--- config.mk ---
export PLATFORM = sky130hd
export DESIGN_NAME = pixel_swizzle_alpha_premultiply_unit_flat
export DESIGN_NICKNAME = d
export VERILOG_FILES = /design/src/rtl/pswz_pkg.sv /design/src/rtl/pswz_if.sv /design/src/rtl/pswz_unpack.sv /design/src/rtl/pswz_div_step.sv /design/src/rtl/pswz_pack.sv /design/src/rtl/pixel_swizzle_alpha_premultiply_unit.sv /design/src/flat_wrapper.sv
export SDC_FILE = /design/constraint.sdc
export NUM_CORES = 1
export LEC_CHECK = 0
export ABC_AREA = 1
export BUFFER_PORTS_ARGS = -buffer_cell sky130_fd_sc_hd__buf_2
export CORE_MARGIN = 1.5
export CORE_UTILIZATION = 26
export CTS_CLUSTER_SIZE = 8
export DETAILED_ROUTE_END_ITERATION = 12
export SYNTH_ARGS = -nofsm -noshare
export SYNTH_HDL_FRONTEND = slang
export SYNTH_SLANG_ARGS = --single-unit
--- constraint.sdc ---
create_clock -name i_clk -period 9.49 [get_ports i_clk]
set_clock_uncertainty 0.15 [all_clocks]
set_input_delay 1.4235 -clock i_clk [delete_from_list [all_inputs] [get_ports i_clk]]
set_output_delay 1.4235 -clock i_clk [all_outputs]
set_load 0.1 [all_outputs]
--- src/rtl/pswz_pkg.sv ---
`timescale 1ns / 1ps
// Shared types, constants and channel-position table for the pixel swizzle unit.
package pswz_pkg;

    localparam int PIX_W      = 32;
    localparam int CH_W       = 8;
    localparam int NUM_CH     = 4;
    localparam int NUM_COLOR  = 3;
    localparam int CFG_IDX_W  = 3;
    localparam int CFG_DATA_W = 2;

    // Divider pipeline: quotient bits retired per stage.
    localparam int DIV_STAGES     = 4;
    localparam int BITS_PER_STAGE = CH_W / DIV_STAGES;
    // Unpack stage + divider stages + pack/output stage.
    localparam int PIPE_DEPTH     = DIV_STAGES + 2;

    localparam int CH_R = 0;
    localparam int CH_G = 1;
    localparam int CH_B = 2;
    localparam int CH_A = 3;

    typedef enum logic [1:0] {
        ORD_RGBA = 2'd0,
        ORD_BGRA = 2'd1,
        ORD_ARGB = 2'd2,
        ORD_ABGR = 2'd3
    } t_order;

    typedef enum logic [CFG_IDX_W-1:0] {
        REG_SRC_ORDER = 3'd0,
        REG_TGT_ORDER = 3'd1,
        REG_SRC_PM    = 3'd2,
        REG_TGT_PM    = 3'd3,
        REG_OPAQUE    = 3'd4
    } t_reg_idx;

    typedef enum logic [2:0] {
        MODE_REORDER,
        MODE_PASS,
        MODE_ZERO,
        MODE_PREMUL,
        MODE_UNPREMUL
    } t_mode;

    typedef struct packed {
        t_order src_order;
        t_order tgt_order;
        logic   src_pm;
        logic   tgt_pm;
        logic   opaque;
    } t_cfg;

    typedef struct packed {
        t_mode                               mode;
        logic                                last;
        logic [NUM_CH-1:0][CH_W-1:0]         ch;
        logic [NUM_COLOR-1:0][CH_W-1:0]      rem;
        logic [NUM_COLOR-1:0][CH_W-1:0]      quo;
        logic [NUM_COLOR-1:0]                sat;
    } t_work;

    // Byte position of R, G, B, A for each channel order.
    localparam logic [1:0] CHAN_POS [4][4] = '{
        '{2'd0, 2'd1, 2'd2, 2'd3},
        '{2'd2, 2'd1, 2'd0, 2'd3},
        '{2'd1, 2'd2, 2'd3, 2'd0},
        '{2'd3, 2'd2, 2'd1, 2'd0}
    };

    function automatic logic [1:0] chan_pos(t_order ord, logic [1:0] ch);
        return CHAN_POS[ord][ch];
    endfunction

endpackage

--- src/rtl/pswz_if.sv ---
`timescale 1ns / 1ps
// Request channels carrying input and output pixels.
interface pswz_in_if;
    import pswz_pkg::*;
    logic             valid;
    logic             ready;
    logic [PIX_W-1:0] pixel_in;
    logic             last_in;

    modport source(output valid, pixel_in, last_in, input ready);
    modport sink(input valid, pixel_in, last_in, output ready);
endinterface

interface pswz_out_if;
    import pswz_pkg::*;
    logic             valid;
    logic             ready;
    logic [PIX_W-1:0] pixel_out;
    logic             last_out;

    modport source(output valid, pixel_out, last_out, input ready);
    modport sink(input valid, pixel_out, last_out, output ready);
endinterface

--- src/rtl/pswz_unpack.sv ---
`timescale 1ns / 1ps
// First stage: channel extraction, mode decode, premultiply and divider setup.
module pswz_unpack (
    input  logic                        i_clk,
    input  logic                        i_en,
    input  logic [pswz_pkg::PIX_W-1:0]  i_pixel,
    input  logic                        i_last,
    input  pswz_pkg::t_cfg              i_cfg,
    output pswz_pkg::t_work             o_work
);
    import pswz_pkg::*;

    t_work                     r_work;
    t_work                     n_work;
    logic [NUM_CH-1:0][CH_W-1:0] chv;
    logic [CH_W-1:0]           alpha;
    logic [2*CH_W:0]           prod [NUM_COLOR];

    always_comb begin
        for (int c = 0; c < NUM_CH; c++) begin
            chv[c] = i_pixel[CH_W*int'(chan_pos(i_cfg.src_order, 2'(c))) +: CH_W];
        end
        alpha = chv[CH_A];

        n_work.last = i_last;
        if (i_cfg.src_pm == i_cfg.tgt_pm) begin
            n_work.mode = MODE_REORDER;
        end else if (i_cfg.opaque) begin
            n_work.mode = MODE_PASS;
        end else if (alpha == '0) begin
            n_work.mode = MODE_ZERO;
        end else if (i_cfg.tgt_pm) begin
            n_work.mode = MODE_PREMUL;
        end else begin
            n_work.mode = MODE_UNPREMUL;
        end

        n_work.ch = chv;
        for (int c = 0; c < NUM_COLOR; c++) begin
            // c * (a + 1) >> 8
            prod[c] = (2*CH_W+1)'(chv[c]) * ((2*CH_W+1)'(alpha) + (2*CH_W+1)'(1));
            // c >= a means (c << 8) / a is at least 256: saturate
            n_work.sat[c] = (chv[c] >= alpha);
            n_work.rem[c] = chv[c];
            n_work.quo[c] = '0;
            if (n_work.mode == MODE_PREMUL) begin
                n_work.ch[c] = prod[c][2*CH_W-1:CH_W];
            end else if (n_work.mode == MODE_ZERO) begin
                n_work.ch[c] = '0;
            end
        end
    end

    always_ff @(posedge i_clk) begin
        if (i_en) begin
            r_work <= n_work;
        end
    end

    assign o_work = r_work;

endmodule

--- src/rtl/pswz_div_step.sv ---
`timescale 1ns / 1ps
// One divider stage: retires two quotient bits of (c << 8) / a per colour lane of unpremultiply pixels.
module pswz_div_step (
    input  logic             i_clk,
    input  logic             i_en,
    input  pswz_pkg::t_work  i_work,
    output pswz_pkg::t_work  o_work
);
    import pswz_pkg::*;

    t_work           r_work;
    t_work           n_work;
    logic [CH_W:0]   trial;
    logic [CH_W:0]   divisor;
    logic [CH_W-1:0] rem_v;
    logic [CH_W-1:0] quo_v;

    always_comb begin
        n_work  = i_work;
        divisor = {1'b0, i_work.ch[CH_A]};
        trial   = '0;
        rem_v   = '0;
        quo_v   = '0;
        if (i_work.mode == MODE_UNPREMUL) begin
            for (int c = 0; c < NUM_COLOR; c++) begin
                rem_v = i_work.rem[c];
                quo_v = i_work.quo[c];
                // restoring steps; remainder stays below a unless the lane saturates, dividend low bits are zero
                for (int s = 0; s < BITS_PER_STAGE; s++) begin
                    trial = {rem_v, 1'b0};
                    if (trial >= divisor) begin
                        rem_v = CH_W'(trial - divisor);
                        quo_v = {quo_v[CH_W-2:0], 1'b1};
                    end else begin
                        rem_v = trial[CH_W-1:0];
                        quo_v = {quo_v[CH_W-2:0], 1'b0};
                    end
                end
                n_work.rem[c] = rem_v;
                n_work.quo[c] = quo_v;
            end
        end
    end

    always_ff @(posedge i_clk) begin
        if (i_en) begin
            r_work <= n_work;
        end
    end

    assign o_work = r_work;

endmodule

--- src/rtl/pswz_pack.sv ---
`timescale 1ns / 1ps
// Last stage: final colour select and repacking into the output register.
module pswz_pack (
    input  logic                        i_clk,
    input  logic                        i_en,
    input  pswz_pkg::t_work             i_work,
    input  pswz_pkg::t_cfg              i_cfg,
    output logic [pswz_pkg::PIX_W-1:0]  o_pixel,
    output logic                        o_last
);
    import pswz_pkg::*;

    logic [PIX_W-1:0]            r_pixel;
    logic                        r_last;
    logic [PIX_W-1:0]            n_pixel;
    logic [NUM_CH-1:0][CH_W-1:0] val;
    t_order                      ord;

    always_comb begin
        val = i_work.ch;
        if (i_work.mode == MODE_UNPREMUL) begin
            for (int c = 0; c < NUM_COLOR; c++) begin
                val[c] = i_work.sat[c] ? {CH_W{1'b1}} : i_work.quo[c];
            end
        end
        // opaque pass-through writes the channels back where they came from
        ord     = (i_work.mode == MODE_PASS) ? i_cfg.src_order : i_cfg.tgt_order;
        n_pixel = '0;
        for (int c = 0; c < NUM_CH; c++) begin
            n_pixel[CH_W*int'(chan_pos(ord, 2'(c))) +: CH_W] = val[c];
        end
    end

    always_ff @(posedge i_clk) begin
        if (i_en) begin
            r_pixel <= n_pixel;
            r_last  <= i_work.last;
        end
    end

    assign o_pixel = r_pixel;
    assign o_last  = r_last;

endmodule

--- src/rtl/pixel_swizzle_alpha_premultiply_unit.sv ---
`timescale 1ns / 1ps
// Pixel channel-order and alpha premultiply converter, top level.
//
// i_pix carries one 32-bit pixel (memory byte k at bits 8k+7:8k) and a last
// flag per request; o_pix returns the converted pixel and the same flag.
// Both use valid/ready; a request moves when both are high.
// Configuration is a write-only port: i_cfg_we, i_cfg_idx, i_cfg_data.
// Registers: 0 source order, 1 target order, 2 source premultiplied,
// 3 target premultiplied, 4 image opaque. Write them only while idle.
//
// The pipeline stages are unpack/premultiply, four divider stages of 2
// quotient bits each for unpremultiply, and the pack/output register.
// Throughput is one pixel per cycle while o_pix.ready is high; the divider
// is fully pipelined. Each stage holds while the one ahead is full and
// stalled, so empty stages still fill while o_pix is held off; i_pix.ready
// drops only when all six stages hold a pixel and o_pix.ready is low.
// Reset clears all stage valid bits and the configuration registers to 0.
module pixel_swizzle_alpha_premultiply_unit (
    input  logic                             i_clk,
    input  logic                             i_rst_n,
    pswz_in_if.sink                          i_pix,
    pswz_out_if.source                       o_pix,
    input  logic                             i_cfg_we,
    input  logic [pswz_pkg::CFG_IDX_W-1:0]   i_cfg_idx,
    input  logic [pswz_pkg::CFG_DATA_W-1:0]  i_cfg_data
);
    import pswz_pkg::*;

    t_cfg                  r_cfg;
    logic [PIPE_DEPTH-1:0] r_vld;
    logic [PIPE_DEPTH-1:0] n_vld;
    logic [PIPE_DEPTH-1:0] take;
    t_work                 w_stage [DIV_STAGES+1];

    always_ff @(posedge i_clk) begin
        if (!i_rst_n) begin
            r_cfg <= '0;
        end else if (i_cfg_we) begin
            unique case (t_reg_idx'(i_cfg_idx))
                REG_SRC_ORDER: r_cfg.src_order <= t_order'(i_cfg_data);
                REG_TGT_ORDER: r_cfg.tgt_order <= t_order'(i_cfg_data);
                REG_SRC_PM:    r_cfg.src_pm    <= i_cfg_data[0];
                REG_TGT_PM:    r_cfg.tgt_pm    <= i_cfg_data[0];
                REG_OPAQUE:    r_cfg.opaque    <= i_cfg_data[0];
                default: ;
            endcase
        end
    end

    // a stage loads when it is empty or its contents move on
    always_comb begin
        take[PIPE_DEPTH-1] = !r_vld[PIPE_DEPTH-1] || o_pix.ready;
        for (int k = PIPE_DEPTH-2; k >= 0; k--) begin
            take[k] = !r_vld[k] || take[k+1];
        end
        for (int k = 0; k < PIPE_DEPTH; k++) begin
            if (!take[k]) begin
                n_vld[k] = r_vld[k];
            end else if (k == 0) begin
                n_vld[k] = i_pix.valid;
            end else begin
                n_vld[k] = r_vld[k-1];
            end
        end
    end

    always_ff @(posedge i_clk) begin
        if (!i_rst_n) begin
            r_vld <= '0;
        end else begin
            r_vld <= n_vld;
        end
    end

    assign i_pix.ready = take[0];
    assign o_pix.valid = r_vld[PIPE_DEPTH-1];

    pswz_unpack u_unpack (
        .i_clk   (i_clk),
        .i_en    (take[0]),
        .i_pixel (i_pix.pixel_in),
        .i_last  (i_pix.last_in),
        .i_cfg   (r_cfg),
        .o_work  (w_stage[0])
    );

    for (genvar g = 0; g < DIV_STAGES; g++) begin : g_div
        pswz_div_step u_div_step (
            .i_clk  (i_clk),
            .i_en   (take[g+1]),
            .i_work (w_stage[g]),
            .o_work (w_stage[g+1])
        );
    end

    pswz_pack u_pack (
        .i_clk   (i_clk),
        .i_en    (take[PIPE_DEPTH-1]),
        .i_work  (w_stage[DIV_STAGES]),
        .i_cfg   (r_cfg),
        .o_pixel (o_pix.pixel_out),
        .o_last  (o_pix.last_out)
    );

endmodule

--- src/flat_wrapper.sv ---
// flat-port wrapper written by rule: the top's interface ports become plain ports
module pixel_swizzle_alpha_premultiply_unit_flat import pswz_pkg::*;
  (i_clk, i_rst_n, i_cfg_we, i_cfg_idx, i_cfg_data, i_pix_valid, i_pix_pixel_in, i_pix_last_in, i_pix_ready, o_pix_valid, o_pix_pixel_out, o_pix_last_out, o_pix_ready);
  pswz_in_if i_pix_i ();
  pswz_out_if o_pix_i ();
  input  logic i_clk;
  input  logic i_rst_n;
  input  logic i_cfg_we;
  input  logic [pswz_pkg::CFG_IDX_W-1:0] i_cfg_idx;
  input  logic [pswz_pkg::CFG_DATA_W-1:0] i_cfg_data;
  input wire logic [$bits(i_pix_i.valid)-1:0] i_pix_valid;
  input wire logic [$bits(i_pix_i.pixel_in)-1:0] i_pix_pixel_in;
  input wire logic [$bits(i_pix_i.last_in)-1:0] i_pix_last_in;
  output wire logic [$bits(i_pix_i.ready)-1:0] i_pix_ready;
  output wire logic [$bits(o_pix_i.valid)-1:0] o_pix_valid;
  output wire logic [$bits(o_pix_i.pixel_out)-1:0] o_pix_pixel_out;
  output wire logic [$bits(o_pix_i.last_out)-1:0] o_pix_last_out;
  input wire logic [$bits(o_pix_i.ready)-1:0] o_pix_ready;
  assign i_pix_i.valid = i_pix_valid;
  assign i_pix_i.pixel_in = i_pix_pixel_in;
  assign i_pix_i.last_in = i_pix_last_in;
  assign i_pix_ready = i_pix_i.ready;
  assign o_pix_valid = o_pix_i.valid;
  assign o_pix_pixel_out = o_pix_i.pixel_out;
  assign o_pix_last_out = o_pix_i.last_out;
  assign o_pix_i.ready = o_pix_ready;
  pixel_swizzle_alpha_premultiply_unit u_core (.i_clk(i_clk), .i_rst_n(i_rst_n), .i_pix(i_pix_i), .o_pix(o_pix_i), .i_cfg_we(i_cfg_we), .i_cfg_idx(i_cfg_idx), .i_cfg_data(i_cfg_data));
endmodule
### Yosys cells after proc, flatten, opt, wreduce, memory -nomap -nowiden

Cells that the tools add are included.

| storage, ports and cells | value |
|---|---|
| memory bits (writable) | 0 |
| input port bits | 43 |
| memories | 0 |
| register bits after elaboration | 415 |
| bits in latches | 0 |
| logic and storage cells | 262 |
| output and inout port bits | 35 |
| memory bits (read-only) | 0 |

| cells by class | value |
|---|---|
| divide/modulo/power cells | 0 |
| mux-type cells | 85 |
| $mul | 3 |
| shift operators | 12 |
| equal/unequal tests | 13 |
| $add $sub $neg | 26 |
| order comparisons | 29 |
| reduce and logical (&&, ||, !) cells | 19 |
| bitwise operators | 3 |

Operators with widths:

| operator | number |
|---|---|
| 8-bit two-way mux | 46 |
| 9-bit by 8-bit >= comparator with 1-bit output | 24 |
| 8-bit subtractor | 21 |
| 48-bit two-way mux | 3 |
| 5-bit negator with 33-bit output | 4 |
| 8-bit by 33-bit variable shift with 32-bit output, first input constant | 4 |
| 8-bit by 33-bit variable part select with 32-bit output | 4 |
| 32-bit by 6-bit variable part select with 8-bit output | 4 |
| 32-bit bitwise mux | 3 |
| 24-bit two-way mux | 2 |
| 8-bit by 17-bit multiplier with 16-bit output | 2 |
| 32-bit bitwise AND | 1 |
| 8-bit binary-select mux with 2-bit select | 2 |
| 8-bit >= comparator | 3 |
| 1-bit two-way mux | 24 |
| 3-bit == test, second input constant | 6 |
| 8-bit by 9-bit multiplier with 16-bit output | 1 |
| 3-bit by 2-bit == test with 1-bit output, second input constant | 4 |
| 3-bit two-way mux | 4 |
| 2-bit AND reduction | 5 |
| 8-bit by 1-bit adder with 9-bit output, second input constant | 1 |
| 8-bit logical NOT | 1 |
| 3-bit by 1-bit == test with 1-bit output, second input constant | 2 |
| 3-bit >= comparator, second input constant | 2 |
| other kinds (6) | 17 |

### Longest topological paths before layout

| depth | value |
|---|---|
| word-level depth | 12 |
| gate-level depth with buffers | 31 |
| depth with buffers taken out | 29 |

### Modules after synthesis

From an unflattened synthesis, not the netlist that was laid out.

| unflattened totals | value |
|---|---|
| cells, all modules | 4686 |
| area total of the unflattened synthesis | 38094.0 um2 |

Modules (own cells, without submodules):

| module | cells each | seq. area each (um2) | instances | area an instance (um2) |
|---|---|---|---|---|
| pswz_unpack | 1311 | 1891.8 | 1 | 10386.2 |
| pswz_div_step (u_core.g_div[1].u_div_step) | 730 | 2612.5 | 1 | 6174.7 |
| pswz_div_step (u_core.g_div[2].u_div_step) | 727 | 2612.5 | 1 | 6103.4 |
| pswz_div_step (u_core.g_div[3].u_div_step) | 701 | 2612.5 | 1 | 6062.1 |
| pswz_div_step (u_core.g_div[0].u_div_step) | 724 | 2612.5 | 1 | 6057.1 |
| pswz_pack | 426 | 991.0 | 1 | 2745.1 |
| pixel_swizzle_alpha_premultiply_unit | 67 | 260.2 | 1 | 565.5 |

### Worst setup path after synthesis

OpenSTA, ideal clock, no wires.

| timing | value |
|---|---|
| kind | in2out |
| from | input o_pix_ready |
| to | output i_pix_ready |
| slack | -1230 ps |
| stages on the path | 10 |
| required time | 7916 ps |
| buffers on the path | 0 |
| arrival time | 9146 ps |
| cell sequence | nor2_1 > inv_1 > nor2_1 > inv_1 > nor2_1 > inv_1 > nor2_1 > inv_1 > nor2_1 > nand2_1 |

| between the ends | value |
|---|---|
| word-level cells in the longest chain between the ends | 6 |

Ends and longest elaborated chain:

| element | line | RTL |
|---|---|---|
| start: declaration | flat_wrapper.sv:18 | `input wire logic [$bits(o_pix_i.ready)-1:0] o_pix_ready;` |
| 1-bit logical OR | pixel_swizzle_alpha_premultiply_unit.sv:52 | `take[PIPE_DEPTH-1] = !r_vld[PIPE_DEPTH-1] \|\| o_pix.ready;` |
| via u_core.u_pack.i_en | pswz_pack.sv:5 | `input logic i_en,` |
| 1-bit logical OR | pixel_swizzle_alpha_premultiply_unit.sv:54 | `take[k] = !r_vld[k] \|\| take[k+1];` |
| via u_core.g_div[3].u_div_step.i_en | pswz_div_step.sv:5 | `input logic i_en,` |
| 1-bit logical OR | pixel_swizzle_alpha_premultiply_unit.sv:54 |  |
| via u_core.g_div[2].u_div_step.i_en | pswz_div_step.sv:5 |  |
| 1-bit logical OR | pixel_swizzle_alpha_premultiply_unit.sv:54 |  |
| via u_core.g_div[1].u_div_step.i_en | pswz_div_step.sv:5 |  |
| 1-bit logical OR (2 in a row) | pixel_swizzle_alpha_premultiply_unit.sv:54 |  |
| end: declaration | flat_wrapper.sv:14 | `output wire logic [$bits(i_pix_i.ready)-1:0] i_pix_ready;` |

The timed path passes the listed nets, and every way through them passes these cells.

==> impl_metrics.toml <==
[cts]
cts.path.max_buffers = 3
hold_buffers = 0
path_clk_slew_ns = 0.05
htreeDepth = 2
root_buffer = "clkbuf_16"
cts_made_buffers = 56
post_cts_resized = 0
cts_tree = "yes"
cts_setup_buffers = 0
clkLatencyLatePin_ns = 0.62
cts.sinks = 397

[pwr]
p_leak_nw = 17.4
power_density_mw_per_mm2 = 253
max-vdd-ir-drop_mv = 0.161

[timing]
maxSlewHeadroom_pct = 30.4
setup_viol = 0
report.final.hold_viol_count = 0
final.min_clock_period_ns = 7.10
rsz0062_at_grt = "false"
final.setup.tns_ns = 0
drv_slew = 0
tightest_slew_ns = 1.04
period_share_pct = 74.8
fmax_mhz = 141

[floorplan]
start_util_pct = 26.3
fp.dieH_microns = 358
io_pins = 78
die_area_sq_mm = 0.128
die_w_microns = 358
core-area_sq_mm = 0.124
rows = 129

[cells_and_area]
drive_gt1_share_pct = 5.88
fin_area_sq_mm = 0.0365
n_fill_cell = 13300
fin_util_pct = 29.4
synthToLayoutAreaGrowth_pct = 11.7
nets = 4598
final_common_cell = "nand2_1"
layout_common_cells = "nand2_1 (1068), inv_1 (576), nor2_1 (398), edfxtp_1 (384), ha_1 (310)"

[flow_run]
drv_cap = 0

[synth]
synth-edff-count = 384
syn-cell-area_sq_mm = 0.0327
syn-num-nets = 4512
ys_seq_elements = 397
syn_area_per_cell_sq_um = 8.12
yosysUniqueCellTypes = 52
synth_warnings = 0
netlist_instances = 4027
seq_area_frac_synth_pct = 36.1
synth_top_flop_cell = "edfxtp_1"
async_flop_share_pct = 0

[grt]
grt_overflow = 0
groute.usage.overall_pct = 13.9
antenna_found_initial = 3
grt_pass1_vias = 25900
grt_max_degree = 66
grt_first_pass_wirelength_microns = 142000

[status]
status = "completed"

[setup_path]
crit_fanout = 48
cp-end-kind = "flop"
crit_required_ns = 9.66
critical_path_class = "reg -> reg"
start_kind = "flop"
arrival_ns = 7.27

[drt]
dr.pass1.iters = 5
vias = 26900
drt-total-wl_microns = 89900
via_per_inst = 4.66
dr.first_iter.drc_count = 2024
ant_nets = 0
wl_per_cell_microns = 15.6
drcViolationCount = 0

[place]
dp_hpwl_microns = 70200
portBuffers = 77
place.gp.congestion = 0.901
placedInstanceArea_sq_mm = 0.0350

[worst_hold_path]
min_path_type = "reg -> reg"
[metal layers]
layer | vias to the layer above | wire (microns) | track usage [%]
li1 | 13400 | - | -
met1 | 12600 | 43100 | 19.5
met2 | 767 | 40200 | 22.5
met3 | 120 | 4610 | 1.44
met4 | 0 | 2020 | 3.85
met5 | - | 0 | 0
[state kept, by name, indices dropped and copies added (netlist names)]
| register | cells |
|---|---|
| u_core.g_div.u_div_step.o_work | 288 |
| u_core.r_cfg | 7 |
| u_core.r_vld | 6 |
| u_core.u_pack.o_last | 1 |
| u_core.u_pack.o_pixel | 32 |
| u_core.u_unpack.o_work | 63 |
[per-stage QoR]
stage,std cells,worst slack (ns),power [W],hold WS (ns)
finish,5770,2.39,0.00923,0.263
global route,5770,2.03,0.0101,0.271
CTS,5769,2.44,0.00925,0.264
detailed placement,5692,1.96,0.00740,0.255
global placement,5692,2.04,0.00738,0.253
floorplan,4027,0.198,0.00626,0.250
[synth_stat cells, types with 31 or more instances]
library cell  number  area [sq um]
nand3_1          245          1230
nor2_1           398          1490
fa_1             132          2640
nand4_1           70           438
nor3_1            31           155
edfxtp_1         384         11500
xnor2_1           65           569
a21oi_1          196           981
ha_1             310          3880
clkbuf_1          41           154
nand3b_1          35           263
inv_1            580          2180
o21ai_0          186           931
nand2_1         1069          4010
xor2_1            49           429
[where the power goes]
| group | total, W | switching (W) | internal, W |
|---|---|---|---|
| Clock | 0.00178 | 0.000726 | 0.00106 |
| Sequential | 0.00236 | 0.000162 | 0.00220 |
| Combinational | 0.00508 | 0.00329 | 0.00179 |
| Total | 0.00923 | 0.00418 | 0.00505 |
[layout make-up]
cell class	instances	area (sq um)	area share (%)
diodes	1	2.50	0.00685
clock buffers	71	1460	3.99
well taps	1637	2050	5.61
flip-flops and latches	397	11800	32.3
clock inverters	6	73.8	0.202
repair buffers	105	596	1.63
inverters	592	2230	6.10
multi-input cells	2961	18300	50.2
[cell families after synthesis]
kind of cell / after synthesis / synth area share (%)
flops: 397 / 36.1
buf+inv: 669 / 7.92
mux: 3 / 0.0919
compound gates: 490 / 8.30
xor+xnor: 115 / 3.14
simple gates: 1911 / 24.5
fa+ha+maj: 442 / 20.0
[worst max-delay path, cell delays in order, from the launching register on]
cell and delay (ns):
dfxtp_1 0.30, buf_4 0.40, inv_2 0.26, or2_0 0.25, o21ai_0 0.10, buf_4 0.23, inv_1 0.07, ha_1 0.20
or2_2 0.29, nand2_1 0.76, inv_1 0.23, nand2_1 0.15, fa_1 0.46, fa_1 0.56, inv_1 0.06, fa_1 0.51
fa_1 0.44, ha_1 0.36, a21oi_1 0.29, o21ai_0 0.13, inv_1 0.10, nor2_1 0.04, nor3_1 0.19, nand3_1 0.11
nand3_1 0.09, nand2_1 0.05
[worst paths after layout]
check | depth (start not counted) | start | end | slack [ns]
min reg2reg | 0 | u_core.g_div[0].u_div_step.o_work[84]$_DFFE_PP_ | u_core.g_div[1].u_div_step.o_work[84]$_DFFE_PP_ | 0.26
min | 0 | u_core.g_div[0].u_div_step.o_work[84]$_DFFE_PP_ | u_core.g_div[1].u_div_step.o_work[84]$_DFFE_PP_ | 0.26
max reg2reg | 25 | u_core.r_cfg[6]$_SDFFE_PN0P_ | u_core.u_unpack.o_work[74]$_DFFE_PP_ | 2.39
max | 25 | u_core.r_cfg[6]$_SDFFE_PN0P_ | u_core.u_unpack.o_work[74]$_DFFE_PP_ | 2.39
Note: power is estimated with default switching activity, not from simulation.
